`src/aatsp_pkg.sv`:
```
`timescale 1ns / 1ps
// ----------------------------------------------------------------------------
// aatsp_pkg
// Types, constants and helpers shared by the ASCII angle to servo pulse unit.
// ----------------------------------------------------------------------------
package aatsp_pkg;

	localparam int LINE_BYTES_DEF  = 32;
	localparam int CMD_QUEUE_DEPTH = 2;

	localparam logic [7:0]  ANGLE_MAX      = 8'd180;
	localparam logic [7:0]  RECENTER_RESET = 8'd90;
	localparam logic [10:0] PULSE_BASE_US  = 11'd1000;

	// 1000/180 reduces to 50/9; the divide by 9 is a multiply by ceil(2^16/9),
	// exact for products up to 9000
	localparam logic [5:0]  DEG_SCALE  = 6'd50;
	localparam logic [12:0] DIV9_RECIP = 13'd7282;
	localparam int          DIV9_SHIFT = 16;

	localparam logic [7:0] CHR_CR    = 8'h0D;
	localparam logic [7:0] CHR_LF    = 8'h0A;
	localparam logic [7:0] CHR_SP    = 8'h20;
	localparam logic [7:0] CHR_TAB   = 8'h09;
	localparam logic [7:0] CHR_VT    = 8'h0B;
	localparam logic [7:0] CHR_FF    = 8'h0C;
	localparam logic [7:0] CHR_PLUS  = 8'h2B;
	localparam logic [7:0] CHR_MINUS = 8'h2D;
	localparam logic [7:0] CHR_0     = 8'h30;
	localparam logic [7:0] CHR_9     = 8'h39;

	localparam logic OP_BYTE     = 1'b0;
	localparam logic OP_RECENTER = 1'b1;

	typedef enum logic {
		CMD_LINE,
		CMD_RECENTER
	} cmd_kind_t;

	typedef struct packed {
		logic       opcode;
		logic       channel;
		logic [7:0] rx_byte;
	} in_item_t;

	typedef struct packed {
		logic        out_channel;
		logic [10:0] pulse_us;
		logic        last;
	} out_item_t;

	typedef struct packed {
		cmd_kind_t  kind;
		logic       channel;
		logic [7:0] angle;
	} cmd_t;

	function automatic logic [7:0] clamp_angle(input logic [7:0] a);
		return (a > ANGLE_MAX) ? ANGLE_MAX : a;
	endfunction

endpackage

```
`src/aatsp_front.sv`:
```
`timescale 1ns / 1ps
// ----------------------------------------------------------------------------
// aatsp_front
// Takes input items, runs the per-channel line parsers and issues a command
// for every non-empty line end and every recenter event.
// ----------------------------------------------------------------------------
module aatsp_front #(
	parameter int LINE_BYTES = aatsp_pkg::LINE_BYTES_DEF
) (
	input  logic                clk,
	input  logic                arst_n,
	input  logic                push,
	output logic                full,
	input  aatsp_pkg::in_item_t item,
	input  logic                cfg_we,
	input  logic [7:0]          cfg_wdata,
	output logic                cmd_push,
	output aatsp_pkg::cmd_t     cmd,
	input  logic                q_full
);
	import aatsp_pkg::*;

	localparam int CW = $clog2(LINE_BYTES);

	typedef enum logic [1:0] {
		PH_BLANK,
		PH_SIGN,
		PH_DIGITS,
		PH_DONE
	} phase_t;

	logic [7:0]    accum_q [2];
	logic          neg_q   [2];
	phase_t        phase_q [2];
	logic [CW-1:0] count_q [2];
	logic [7:0]    recenter_q;

	logic          accept;
	logic          ch;
	logic [7:0]    b;
	logic          is_term, is_blank, is_sign, is_digit;
	logic [CW:0]   cnt_inc;
	logic          overflow;
	logic [11:0]   digit_acc;
	logic          gen;
	logic [7:0]    nx_accum;
	logic          nx_neg;
	phase_t        nx_phase;
	logic [CW-1:0] nx_count;

	assign full     = q_full;
	assign accept   = push && !q_full;
	assign ch       = item.channel;
	assign b        = item.rx_byte;
	assign is_term  = (b == CHR_CR) || (b == CHR_LF);
	assign is_blank = (b == CHR_SP) || (b == CHR_TAB) || (b == CHR_VT) || (b == CHR_FF);
	assign is_sign  = (b == CHR_PLUS) || (b == CHR_MINUS);
	assign is_digit = (b >= CHR_0) && (b <= CHR_9);
	assign cnt_inc  = {1'b0, count_q[ch]} + (CW+1)'(1);
	assign overflow = (cnt_inc == (CW+1)'(LINE_BYTES));
	assign digit_acc = 12'(accum_q[ch]) * 12'd10 + 12'(b[3:0]);
	assign cmd_push = accept && gen;

	always_comb begin
		gen         = 1'b0;
		cmd.kind    = CMD_LINE;
		cmd.channel = ch;
		cmd.angle   = neg_q[ch] ? 8'd0 : clamp_angle(accum_q[ch]);
		nx_accum    = accum_q[ch];
		nx_neg      = neg_q[ch];
		nx_phase    = phase_q[ch];
		nx_count    = count_q[ch];
		if (item.opcode == OP_RECENTER) begin
			gen         = 1'b1;
			cmd.kind    = CMD_RECENTER;
			cmd.channel = 1'b0;
			cmd.angle   = clamp_angle(recenter_q);
		end else if (is_term || overflow) begin
			gen      = is_term && (count_q[ch] != '0);
			nx_accum = '0;
			nx_neg   = 1'b0;
			nx_phase = PH_BLANK;
			nx_count = '0;
		end else begin
			nx_count = cnt_inc[CW-1:0];
			if (phase_q[ch] == PH_BLANK && is_blank) begin
				nx_phase = PH_BLANK;
			end else if (phase_q[ch] == PH_BLANK && is_sign) begin
				nx_neg   = (b == CHR_MINUS);
				nx_phase = PH_SIGN;
			end else if (phase_q[ch] == PH_DONE) begin
				nx_phase = PH_DONE;
			end else if (is_digit) begin
				nx_accum = (digit_acc > 12'd255) ? 8'd255 : digit_acc[7:0];
				nx_phase = PH_DIGITS;
			end else begin
				nx_phase = PH_DONE;
			end
		end
	end

	always_ff @(posedge clk or negedge arst_n) begin
		if (!arst_n) begin
			recenter_q <= RECENTER_RESET;
			for (int i = 0; i < 2; i++) begin
				accum_q[i] <= '0;
				neg_q[i]   <= 1'b0;
				phase_q[i] <= PH_BLANK;
				count_q[i] <= '0;
			end
		end else begin
			if (cfg_we) begin
				recenter_q <= cfg_wdata;
			end
			if (accept && item.opcode == OP_BYTE) begin
				accum_q[ch] <= nx_accum;
				neg_q[ch]   <= nx_neg;
				phase_q[ch] <= nx_phase;
				count_q[ch] <= nx_count;
			end
		end
	end

endmodule

```
`src/aatsp_queue.sv`:
```
`timescale 1ns / 1ps
// ----------------------------------------------------------------------------
// aatsp_queue
// Small register queue of commands between the parser and the pulse stage.
// ----------------------------------------------------------------------------
module aatsp_queue #(
	parameter int DEPTH = aatsp_pkg::CMD_QUEUE_DEPTH
) (
	input  logic            clk,
	input  logic            arst_n,
	input  logic            push,
	input  aatsp_pkg::cmd_t wdata,
	output logic            full,
	input  logic            pop,
	output aatsp_pkg::cmd_t rdata,
	output logic            empty
);
	import aatsp_pkg::*;

	localparam int PW   = (DEPTH > 1) ? $clog2(DEPTH) : 1;
	localparam int CNTW = $clog2(DEPTH + 1);

	cmd_t            mem_q [DEPTH];
	logic [PW-1:0]   wr_ptr_q, rd_ptr_q;
	logic [CNTW-1:0] cnt_q;
	logic            do_push, do_pop;

	assign full    = (cnt_q == CNTW'(DEPTH));
	assign empty   = (cnt_q == '0);
	assign do_push = push && !full;
	assign do_pop  = pop && !empty;
	assign rdata   = mem_q[rd_ptr_q];

	function automatic logic [PW-1:0] ptr_next(input logic [PW-1:0] p);
		return (p == PW'(DEPTH - 1)) ? '0 : p + PW'(1);
	endfunction

	always_ff @(posedge clk) begin
		if (do_push) begin
			mem_q[wr_ptr_q] <= wdata;
		end
	end

	always_ff @(posedge clk or negedge arst_n) begin
		if (!arst_n) begin
			wr_ptr_q <= '0;
			rd_ptr_q <= '0;
			cnt_q    <= '0;
		end else begin
			if (do_push) begin
				wr_ptr_q <= ptr_next(wr_ptr_q);
			end
			if (do_pop) begin
				rd_ptr_q <= ptr_next(rd_ptr_q);
			end
			case ({do_push, do_pop})
				2'b10:   cnt_q <= cnt_q + CNTW'(1);
				2'b01:   cnt_q <= cnt_q - CNTW'(1);
				default: cnt_q <= cnt_q;
			endcase
		end
	end

endmodule

```
`src/aatsp_back.sv`:
```
`timescale 1ns / 1ps
// ----------------------------------------------------------------------------
// aatsp_back
// Expands commands into results and converts angles to pulse widths in a
// two-stage pipeline ending in the result register.
// ----------------------------------------------------------------------------
module aatsp_back (
	input  logic                 clk,
	input  logic                 arst_n,
	input  aatsp_pkg::cmd_t      head,
	input  logic                 q_empty,
	output logic                 q_pop,
	output aatsp_pkg::out_item_t result,
	output logic                 empty,
	input  logic                 pop
);
	import aatsp_pkg::*;

	logic        sub_q;
	logic        valid_s1, ch_s1, last_s1;
	logic [13:0] prod_s1;
	logic        out_valid_q;
	out_item_t   out_q;

	logic        out_free, move, s1_free, load, is_rc;
	logic [26:0] quot_full;

	assign out_free  = !out_valid_q || pop;
	assign move      = valid_s1 && out_free;
	assign s1_free   = !valid_s1 || move;
	assign load      = s1_free && !q_empty;
	assign is_rc     = (head.kind == CMD_RECENTER);
	assign q_pop     = load && (!is_rc || sub_q);
	assign quot_full = 27'(prod_s1) * 27'(DIV9_RECIP);
	assign empty     = !out_valid_q;
	assign result    = out_q;

	always_ff @(posedge clk) begin
		if (load) begin
			ch_s1   <= is_rc ? sub_q : head.channel;
			last_s1 <= is_rc ? sub_q : 1'b1;
			prod_s1 <= 14'(head.angle) * 14'(DEG_SCALE);
		end
		if (move) begin
			out_q.out_channel <= ch_s1;
			out_q.last        <= last_s1;
			out_q.pulse_us    <= PULSE_BASE_US + quot_full[DIV9_SHIFT +: 11];
		end
	end

	always_ff @(posedge clk or negedge arst_n) begin
		if (!arst_n) begin
			sub_q       <= 1'b0;
			valid_s1    <= 1'b0;
			out_valid_q <= 1'b0;
		end else begin
			if (load && is_rc) begin
				sub_q <= !sub_q;
			end
			if (s1_free) begin
				valid_s1 <= load;
			end
			if (out_free) begin
				out_valid_q <= valid_s1;
			end
		end
	end

endmodule

```
`src/ascii_angle_to_servo_pulse_unit.sv`:
```
`timescale 1ns / 1ps
// ----------------------------------------------------------------------------
// ascii_angle_to_servo_pulse_unit
// Two-channel ASCII angle line parser producing servo pulse widths.
// ----------------------------------------------------------------------------
// One input item is taken every cycle while full is low. A non-empty line
// end or a recenter event becomes a command in a two-entry queue; the pulse
// stage turns each command into results at one result per cycle while the
// result register is free or popped. A line end's command passes through
// the queue, the first pipeline stage and the result register, and a
// recenter event uses two result slots. The angle-to-pulse pipeline has
// two stages: multiply by 50, then divide by 9 by reciprocal.
module ascii_angle_to_servo_pulse_unit #(
	parameter int LINE_BYTES = aatsp_pkg::LINE_BYTES_DEF,
	parameter int QUEUE_DEPTH = aatsp_pkg::CMD_QUEUE_DEPTH
) (
	input  logic                 clk,
	input  logic                 arst_n,
	input  logic                 push,
	output logic                 full,
	input  aatsp_pkg::in_item_t  item,
	output logic                 empty,
	input  logic                 pop,
	output aatsp_pkg::out_item_t result,
	input  logic                 cfg_we,
	input  logic [7:0]           cfg_wdata
);
	import aatsp_pkg::*;

	logic cmd_push, q_full, q_empty, q_pop;
	cmd_t cmd, head;

	aatsp_front #(
		.LINE_BYTES(LINE_BYTES)
	) u_front (
		.clk      (clk),
		.arst_n   (arst_n),
		.push     (push),
		.full     (full),
		.item     (item),
		.cfg_we   (cfg_we),
		.cfg_wdata(cfg_wdata),
		.cmd_push (cmd_push),
		.cmd      (cmd),
		.q_full   (q_full)
	);

	aatsp_queue #(
		.DEPTH(QUEUE_DEPTH)
	) u_queue (
		.clk   (clk),
		.arst_n(arst_n),
		.push  (cmd_push),
		.wdata (cmd),
		.full  (q_full),
		.pop   (q_pop),
		.rdata (head),
		.empty (q_empty)
	);

	aatsp_back u_back (
		.clk    (clk),
		.arst_n (arst_n),
		.head   (head),
		.q_empty(q_empty),
		.q_pop  (q_pop),
		.result (result),
		.empty  (empty),
		.pop    (pop)
	);

`ifndef SYNTHESIS
	a_no_push_full: assert property (@(posedge clk) disable iff (!arst_n)
		cmd_push |-> !q_full)
		else $error("command pushed into full queue");

	a_pulse_range: assert property (@(posedge clk) disable iff (!arst_n)
		!empty |-> (result.pulse_us >= 11'd1000 && result.pulse_us <= 11'd2000))
		else $error("pulse width out of range");

	a_first_half: assert property (@(posedge clk) disable iff (!arst_n)
		(!empty && !result.last) |-> (result.out_channel == 1'b0))
		else $error("non-final result not on channel 0");

	a_pair_follows: assert property (@(posedge clk) disable iff (!arst_n)
		(!empty && pop && !result.last) |=>
			(!empty && result.last && result.out_channel == 1'b1))
		else $error("recenter second result missing");
`endif

endmodule

```
`config.mk`:
```
export PLATFORM = sky130hd
export DESIGN_NAME = ascii_angle_to_servo_pulse_unit
export DESIGN_NICKNAME = d
export VERILOG_FILES = /design/src/aatsp_pkg.sv /design/src/aatsp_front.sv /design/src/aatsp_queue.sv /design/src/aatsp_back.sv /design/src/ascii_angle_to_servo_pulse_unit.sv
export SDC_FILE = /design/constraint.sdc
export NUM_CORES = 1
export LEC_CHECK = 0
export BUFFER_PORTS_ARGS = -buffer_cell sky130_fd_sc_hd__buf_4
export CAP_MARGIN = 20
export CORE_MARGIN = 1
export CORE_UTILIZATION = 55
export CTS_CLUSTER_DIAMETER = 60
export CTS_CLUSTER_SIZE = 12
export DETAILED_ROUTE_END_ITERATION = 10
export PLACE_DENSITY = 0.73
export SLEW_MARGIN = 20
export SYNTH_ARGS = -nofsm -noshare
export SYNTH_HDL_FRONTEND = slang
export SYNTH_SLANG_ARGS = --single-unit
```
`constraint.sdc`:
```
create_clock -name clk -period 10.4 [get_ports clk]
set_input_delay 1.04 -clock clk [delete_from_list [all_inputs] [get_ports clk]]
set_output_delay 1.04 -clock clk [all_outputs]
set_load 0.05 [all_outputs]
```
==> results of run 1 <==
==> synth_stat cells, types with 9 or more instances <==
cell	number	area share [%]
xor2_1	13	1.5
ha_1	120	19
a21oi_1	28	1.8
nor2b_1	9	0.72
o21ai_0	40	2.6
clkbuf_1	10	0.48
mux2i_1	14	1.8
xnor2_1	28	3.1
dfrtp_1	43	14
mux2_2	23	3.3
nor2_1	33	1.6
edfxtp_1	48	18
nand2_1	55	2.6
inv_1	117	5.6
fa_1	39	10
==> critical path: stages (launching register included) <==
cell,delay [ps]
edfxtp_1,460
inv_1,90
fa_1,490
inv_1,40
ha_1,310
inv_1,70
fa_1,530
inv_1,50
fa_1,520
inv_1,50
fa_1,540
inv_1,40
ha_1,320
and3_4,190
and3_4,190
a221oi_4,420
a21oi_1,150
xnor2_1,210
inv_1,70
ha_1,230
or4_1,520
a2bb2oi_1,140
o21ai_1,110
xor2_1,90
==> area by class of cell <==
| type | count | area share [%] |
|---|---|---|
| multi-input cells | 519 | 54.89 |
| clock buffers | 13 | 2.976 |
| inverters | 117 | 5.146 |
| repair buffers | 38 | 3.387 |
| clock inverters | 3 | 0.2346 |
| flip-flops and latches | 95 | 30.73 |
| well taps | 180 | 2.639 |
==> registers in the layout, indices dropped and copies added (netlist names) <==
name and cells:
u_queue.mem_q 20, u_front.accum_q 16, u_back.prod_s1 13, u_back.result 13, u_front.count_q 10, u_front.recenter_q 8
u_front.phase_q 4, u_front.neg_q 2, u_queue.cnt_q 2, u_back.ch_s1 1, u_back.last_s1 1, u_back.out_valid_q 1
u_back.sub_q 1, u_back.valid_s1 1, u_queue.rd_ptr_q 1, u_queue.wr_ptr_q 1
==> cell families after synthesis <==
| kind of cell | Yosys count |
|---|---|
| flip-flops | 95 |
| buffers and inverters | 130 |
| AO/OA/AOI/OAI | 136 |
| multiplexers | 37 |
| AND/OR/NAND/NOR | 146 |
| XOR/XNOR | 41 |
| adder cells (fa/ha/maj) | 159 |
==> worst max path at each step <==
stage                            startpoint                to  slack [ps]  cells past startpoint
after detailed placement  u_back.prod_s1[4]  u_back.result[8]        4320                     23
final                     u_back.prod_s1[4]  u_back.result[8]        4340                     23
after floorplan           u_back.prod_s1[2]  u_back.result[8]        4680                     23
after global placement    u_back.prod_s1[2]  u_back.result[8]        4520                     23
after global routing      u_back.prod_s1[4]  u_back.result[8]        4000                     23
after CTS                 u_back.prod_s1[4]  u_back.result[8]        4310                     23
==> metal layers <==
layer  routed length [um]  global-route usage (%)  vias to the layer above
met5                    0                       0                        -
met2                 7702                   39.96                       87
met4                  284                   8.333                        0
li1                     -                       -                     2643
met1                 6649                   27.50                     2640
met3                  426                   4.276                       19
==> metrics by stage <==
step | hold slack, ps | area, um^2 | utilization, % | instances | setup WS (ps)
final | 459.4 | 8534 | 61.48 | 965 | 4338
after global routing | 466.6 | 8534 | 61.48 | 965 | 3996
after CTS | 460.7 | 8523 | 61.40 | 964 | 4313
after detailed placement | 445.4 | 8249 | 59.43 | 948 | 4319
after global placement | 444.8 | 8249 | 59.43 | 948 | 4525
after floorplan | 400.3 | 7797 | - | 744 | 4678
==> out/results.ini, run 1 <==
[run_status]
status = finished clean

[logic_synthesis]
synthesis.yosys.warnings = 0
post_synth_and_or_nand_nor_area_fraction_pct = 9.018
synth_xor_area_share_pct = 4.605
synth_fa_ha_area_share_pct = 29.27
ys_ff_latch = 95
most_used_flip_flop_cell_after_synthesis = edfxtp_1
synth.mux.area_fraction_pct = 5.119
synth.yosys.seq_area_share_pct = 33.63
ys_types = 64
synth_async_sr_flop_share_pct = 49.47
average_cell_area_after_synthesis_um2 = 10.48
syn_area_um2 = 7797
syn-instance-count = 744
syn_nets = 926
synth_compound_area_share_pct = 12.07
synth_edf_count = 48
synth_top_family_by_area = adder cells

[setup_path]
timing.reg2reg.setup_slack_ps = 4340
criticalPathCategory = flop to flop
reg2regPathDepth = 23
timing.critical_path.from_type = flop
reg_to_reg_critical_path_endpoint = u_back.result[8]
critical_path_peak_fanout = 5
r2r-start = u_back.prod_s1[4]
crit_arrival_ps = 6160
cp_data_required_time_ps = 10500
critical_path.endpoint_type = flop

[min_path]
worst_hold_path.num_cells = 0
hold-path-endpoint = u_back.result[0]
hp-start = u_back.last_s1
min_path_type = flop to flop

[sta]
period_minus_slack_ps = 6062
worst_slew_pin_slew_ps = 956.7
slew_viol_final = 0
clock_skew_after_layout_ps = 8.221
rsz0062_at_grt = no
final_min_period_over_clock_period_pct = 58.29
relative_slew_slack_pct = 36.22
hold_violations = 0
final.setup.tns_ps = 0
fmaxAchievable_ghz = 0.1650
endpoints_failing_setup = 0

[global_route]
grt_antenna_before_repair = 0
grt_start_max_net_pins = 48
global_route.overflow_total = 0
wire_length_of_the_first_global_routing_pass_mm = 25.85
grt_pass1_vias = 5531
overall_fraction_of_global_route_tracks_in_use_pct = 22.69

[floorplan]
die-width_um = 121.1
design.portCount = 38
rows = 43
fp.dieArea_um2 = 14660
core_region_area_um2 = 13880
die_h_um = 121.1
floorplan.initialDensity_pct = 56.17

[detailed_routing]
wl_per_cell_um = 15.61
final_antenna_net_count = 0
drt_first_pass_iters = 4
post_drt_via_cell_ratio = 5.584
detail_route.wirelength_mm = 15.06
vias = 5389
detail_route.drc_violations = 0
dr.first_iter.drc_count = 301

[cells_and_area]
drive_above_1_share_pct = 11.97
multi_input_area_um2 = 4684
fin_nets = 962
synthesis_to_layout_area_growth_pct = 9.451
register_area_um2 = 2623
layout_common_cells = 120 x ha_1, 117 x inv_1, 55 x nand2_1
fillCellCount = 1139
antennaDiodeCount = 0
leading_cell_type_in_the_layout_fill_and_taps_excluded = ha_1

[cts]
clock_latency_ps = 350
cts-buffers-inserted = 9
htreeDepth = 3
cts_hold_buf = 0
path_clk_slew_ps = 70
max-clock-path-buffers = 2
post_cts_resize_count = 0
cts_setup_buffers = 0
clock_tree.root_cell = clkbuf_16
cts_tree = done
tritoncts_num_sinks = 95

[run]
cap_violations = 0

[placement]
portBuffers = 37
finalWeightedCongestion = 0.8967
detailed_place_hpwl_mm = 12.23

Power of run 1 is left out: the tool's default activity adds up to more than one toggle a clock period on the data nets, which glitch-free logic cannot reach.
==> inputs of run 2 (changes only) <==
==> constraint.sdc (replaced) <==
create_clock -name clk -period 6.2 [get_ports clk]
set_input_delay 0.62 -clock clk [delete_from_list [all_inputs] [get_ports clk]]
set_output_delay 0.62 -clock clk [all_outputs]
set_load 0.05 [all_outputs]
==> out/results.ini, run 2 (synthesis results as in run 1) <==
[cts]
cts-buffers-inserted = 9  ; unchanged
clock_tree.root_cell = clkbuf_16
clock_latency_ps = 360  ; about the same
path_clk_slew_ps = 70  ; about the same
tritoncts_num_sinks = 95  ; unchanged
cts_hold_buf = 0  ; unchanged
cts_tree = done
max-clock-path-buffers = 2  ; unchanged
htreeDepth = 3  ; unchanged

[setup_path]
criticalPathCategory = flop to flop
crit_path_max_incr_delay_ps = 530  ; about the same
reg2regPathDepth = 23  ; unchanged
crit_buf_inv = 7  ; unchanged
path_cells = inv_1 > fa_1 > inv_1 > ha_1 > inv_1 > fa_1 > inv_1 > fa_1 > inv_1 > fa_1 > inv_1 > ha_4 > and3_4 > and3_4 > o2111a_1 > a2111oi_4 > xor2_1 > inv_1 > ha_2 > or4_1 > a2bb2oi_1 > o21ai_1 > xor2_1
critical-path-top-cell-by-count = inv_1
reg_to_reg_critical_path_endpoint = u_back.result[8]
crit_slowest_cell = fa_1
r2r-start = u_back.prod_s1[2]
timing.reg2reg.setup_slack_ps = 340  ; -3990 ps
cp_data_required_time_ps = 6300  ; -4200 ps
worstSetupPathDepth = 23  ; unchanged
critical_path.endpoint_type = flop
critical_path_peak_fanout = 4  ; -1
crit_arrival_ps = 5960  ; -200 ps
worst_path_dominant_cell_family = adder cells
timing.critical_path.from_type = flop

[placement]
finalWeightedCongestion = 0.8942  ; -0.28%
portBuffers = 37  ; unchanged
dpl_worst_slack_ps = 185.0  ; -4134 ps
numPlacedInstances = 949  ; +0.11%
detailed_place_hpwl_mm = 12.29  ; +0.46%
dpl-instance-area_um2 = 8257  ; about the same

[cells_and_area]
layout_common_cells = 118 x ha_1, 117 x inv_1, 55 x nand2_1
multi_input_area_um2 = 4715  ; +0.64%
final_cells = 969  ; +0.41%
fillCellCount = 1121  ; -1.6%
largest_reg_flops = 20  ; unchanged
biggest_regs = u_queue.mem_q x20, u_front.accum_q x16
leading_cell_type_in_the_layout_fill_and_taps_excluded = ha_1
register_area_um2 = 2623  ; unchanged
drive_above_1_share_pct = 13.05  ; +1.1 points
finish.instance_area_um2 = 8645  ; +1.3%
registers.top_by_ff_count = u_queue.mem_q
fin_nets = 966  ; +0.42%
antennaDiodeCount = 0  ; unchanged
synthesis_to_layout_area_growth_pct = 10.86

[global_route]
grt_util_met3_pct = 3.853  ; -0.42 points
overall_fraction_of_global_route_tracks_in_use_pct = 22.99  ; +0.30 points
grt_pass1_vias = 5629  ; +1.8%
busiest_layer = met2
use_met1_pct = 27.16  ; -0.34 points
global_route.overflow_total = 0  ; unchanged
grt_antenna_before_repair = 0  ; unchanged
global_route.usage.met2_pct = 41.96  ; +2.0 points
grt_start_max_net_pins = 48  ; unchanged
wire_length_of_the_first_global_routing_pass_mm = 26.14  ; +1.1%

[detailed_routing]
vias = 5346  ; -0.80%
wl_per_cell_um = 15.75  ; +0.88%
post_drt_via_cell_ratio = 5.517  ; -1.2%
dr.first_iter.drc_count = 176  ; -42%
detail_route.wirelength_mm = 15.26  ; +1.3%
final_antenna_net_count = 0  ; unchanged
drt_first_pass_iters = 7  ; +3
detail_route.drc_violations = 0  ; unchanged

[run]
cap_violations = 0  ; unchanged

[floorplan]
die_h_um = 121.1  ; unchanged
floorplan.initialDensity_pct = 56.17  ; unchanged
core_region_area_um2 = 13880  ; unchanged
design.portCount = 38  ; unchanged
die-width_um = 121.1  ; unchanged
rows = 43  ; unchanged
fp.dieArea_um2 = 14660  ; unchanged

[min_path]
min_path_type = input pin to async pin

[sta]
relative_slew_slack_pct = 35.31  ; -0.91 points
rsz0062_at_grt = no
final.setup.tns_ps = 0  ; unchanged
fmaxAchievable_ghz = 0.1708  ; +3.5%
hold_violations = 0  ; unchanged
slew_viol_final = 0  ; unchanged
worst_slew_pin_slew_ps = 970.3  ; +13.67 ps
finalWorstSetupSlack_ps = 343.7  ; -3994 ps
endpoints_failing_setup = 0  ; unchanged
clock_skew_after_layout_ps = 12.46  ; +4.242 ps
period_minus_slack_ps = 5856  ; -205.5 ps
final_min_period_over_clock_period_pct = 94.46  ; +36 points

[run_status]
status = finished clean

==> run 2: cell count changes in the layout (fill, tap and decap cells not counted), sizes merged <==
cell / before / now
clkbuf: 13 / 12
inv: 118 / 119
buf: 38 / 42
==> run 2: worst max-delay path by stage <==
| stage | from | endpoint | slack (ps) |
|---|---|---|---|
| after global placement | u_back.prod_s1[2] | u_back.result[8] | 330 |
| after global routing | u_back.prod_s1[2] | u_back.result[8] | 50 |
| after detailed placement | u_back.prod_s1[4] | u_back.result[8] | 180 |
| final | u_back.prod_s1[2] | u_back.result[8] | 340 |
| after floorplan | u_back.prod_s1[2] | u_back.result[8] | 480 |
| after CTS | u_back.prod_s1[4] | u_back.result[8] | 180 |
==> run 2: cell type report <==
type                            count  share of cell area [%]
Multi-Input combinational cell    519                   54.54
Sequential cell                    95                   30.34
Inverter                          117                   5.080
Timing Repair Buffer               42                   3.647
Clock buffer                       12                   3.474
Tap cell                          180                   2.605
Clock inverter                      4                  0.3184
==> run 2: layer usage <==
layer	share of wire (%)	vias to the layer above
li1	-	2652
met1	42	2579
met3	3.2	19
met4	1.7	0
met2	53	96
met5	0	-
==> run 2: repair_timing <==
action | 4_1_cts | 5_1_grt
buffers inserted | 0 | 4
endpoints found under the setup margin | 0 | 1
gates resized for setup | 0 | 3
endpoints found under the hold margin | 0 | 0
==> run 2: worst register-to-register path, stage by stage, from the launching register on <==
cell	delay, ps
edfxtp_1	390
inv_1	80
fa_1	530
inv_1	40
ha_1	300
inv_1	70
fa_1	530
inv_1	60
fa_1	530
inv_1	60
fa_1	530
inv_1	60
ha_4	240
and3_4	170
and3_4	190
o2111a_1	140
a2111oi_4	290
xor2_1	250
inv_1	90
ha_2	220
or4_1	520
a2bb2oi_1	140
o21ai_1	100
xor2_1	80
==> run 2: per-stage QoR <==
step / hold slack (ps) / util, %
5_1_grt: 297.9 / 62.28
3_3_place_gp: 447.9 / 59.48
2_1_floorplan: 324.4 / -
6_report: 261.9 / 62.28
3_5_place_dp: 447.6 / 59.48
4_1_cts: 287.0 / 61.84
Power of run 2 is left out for the same reason.
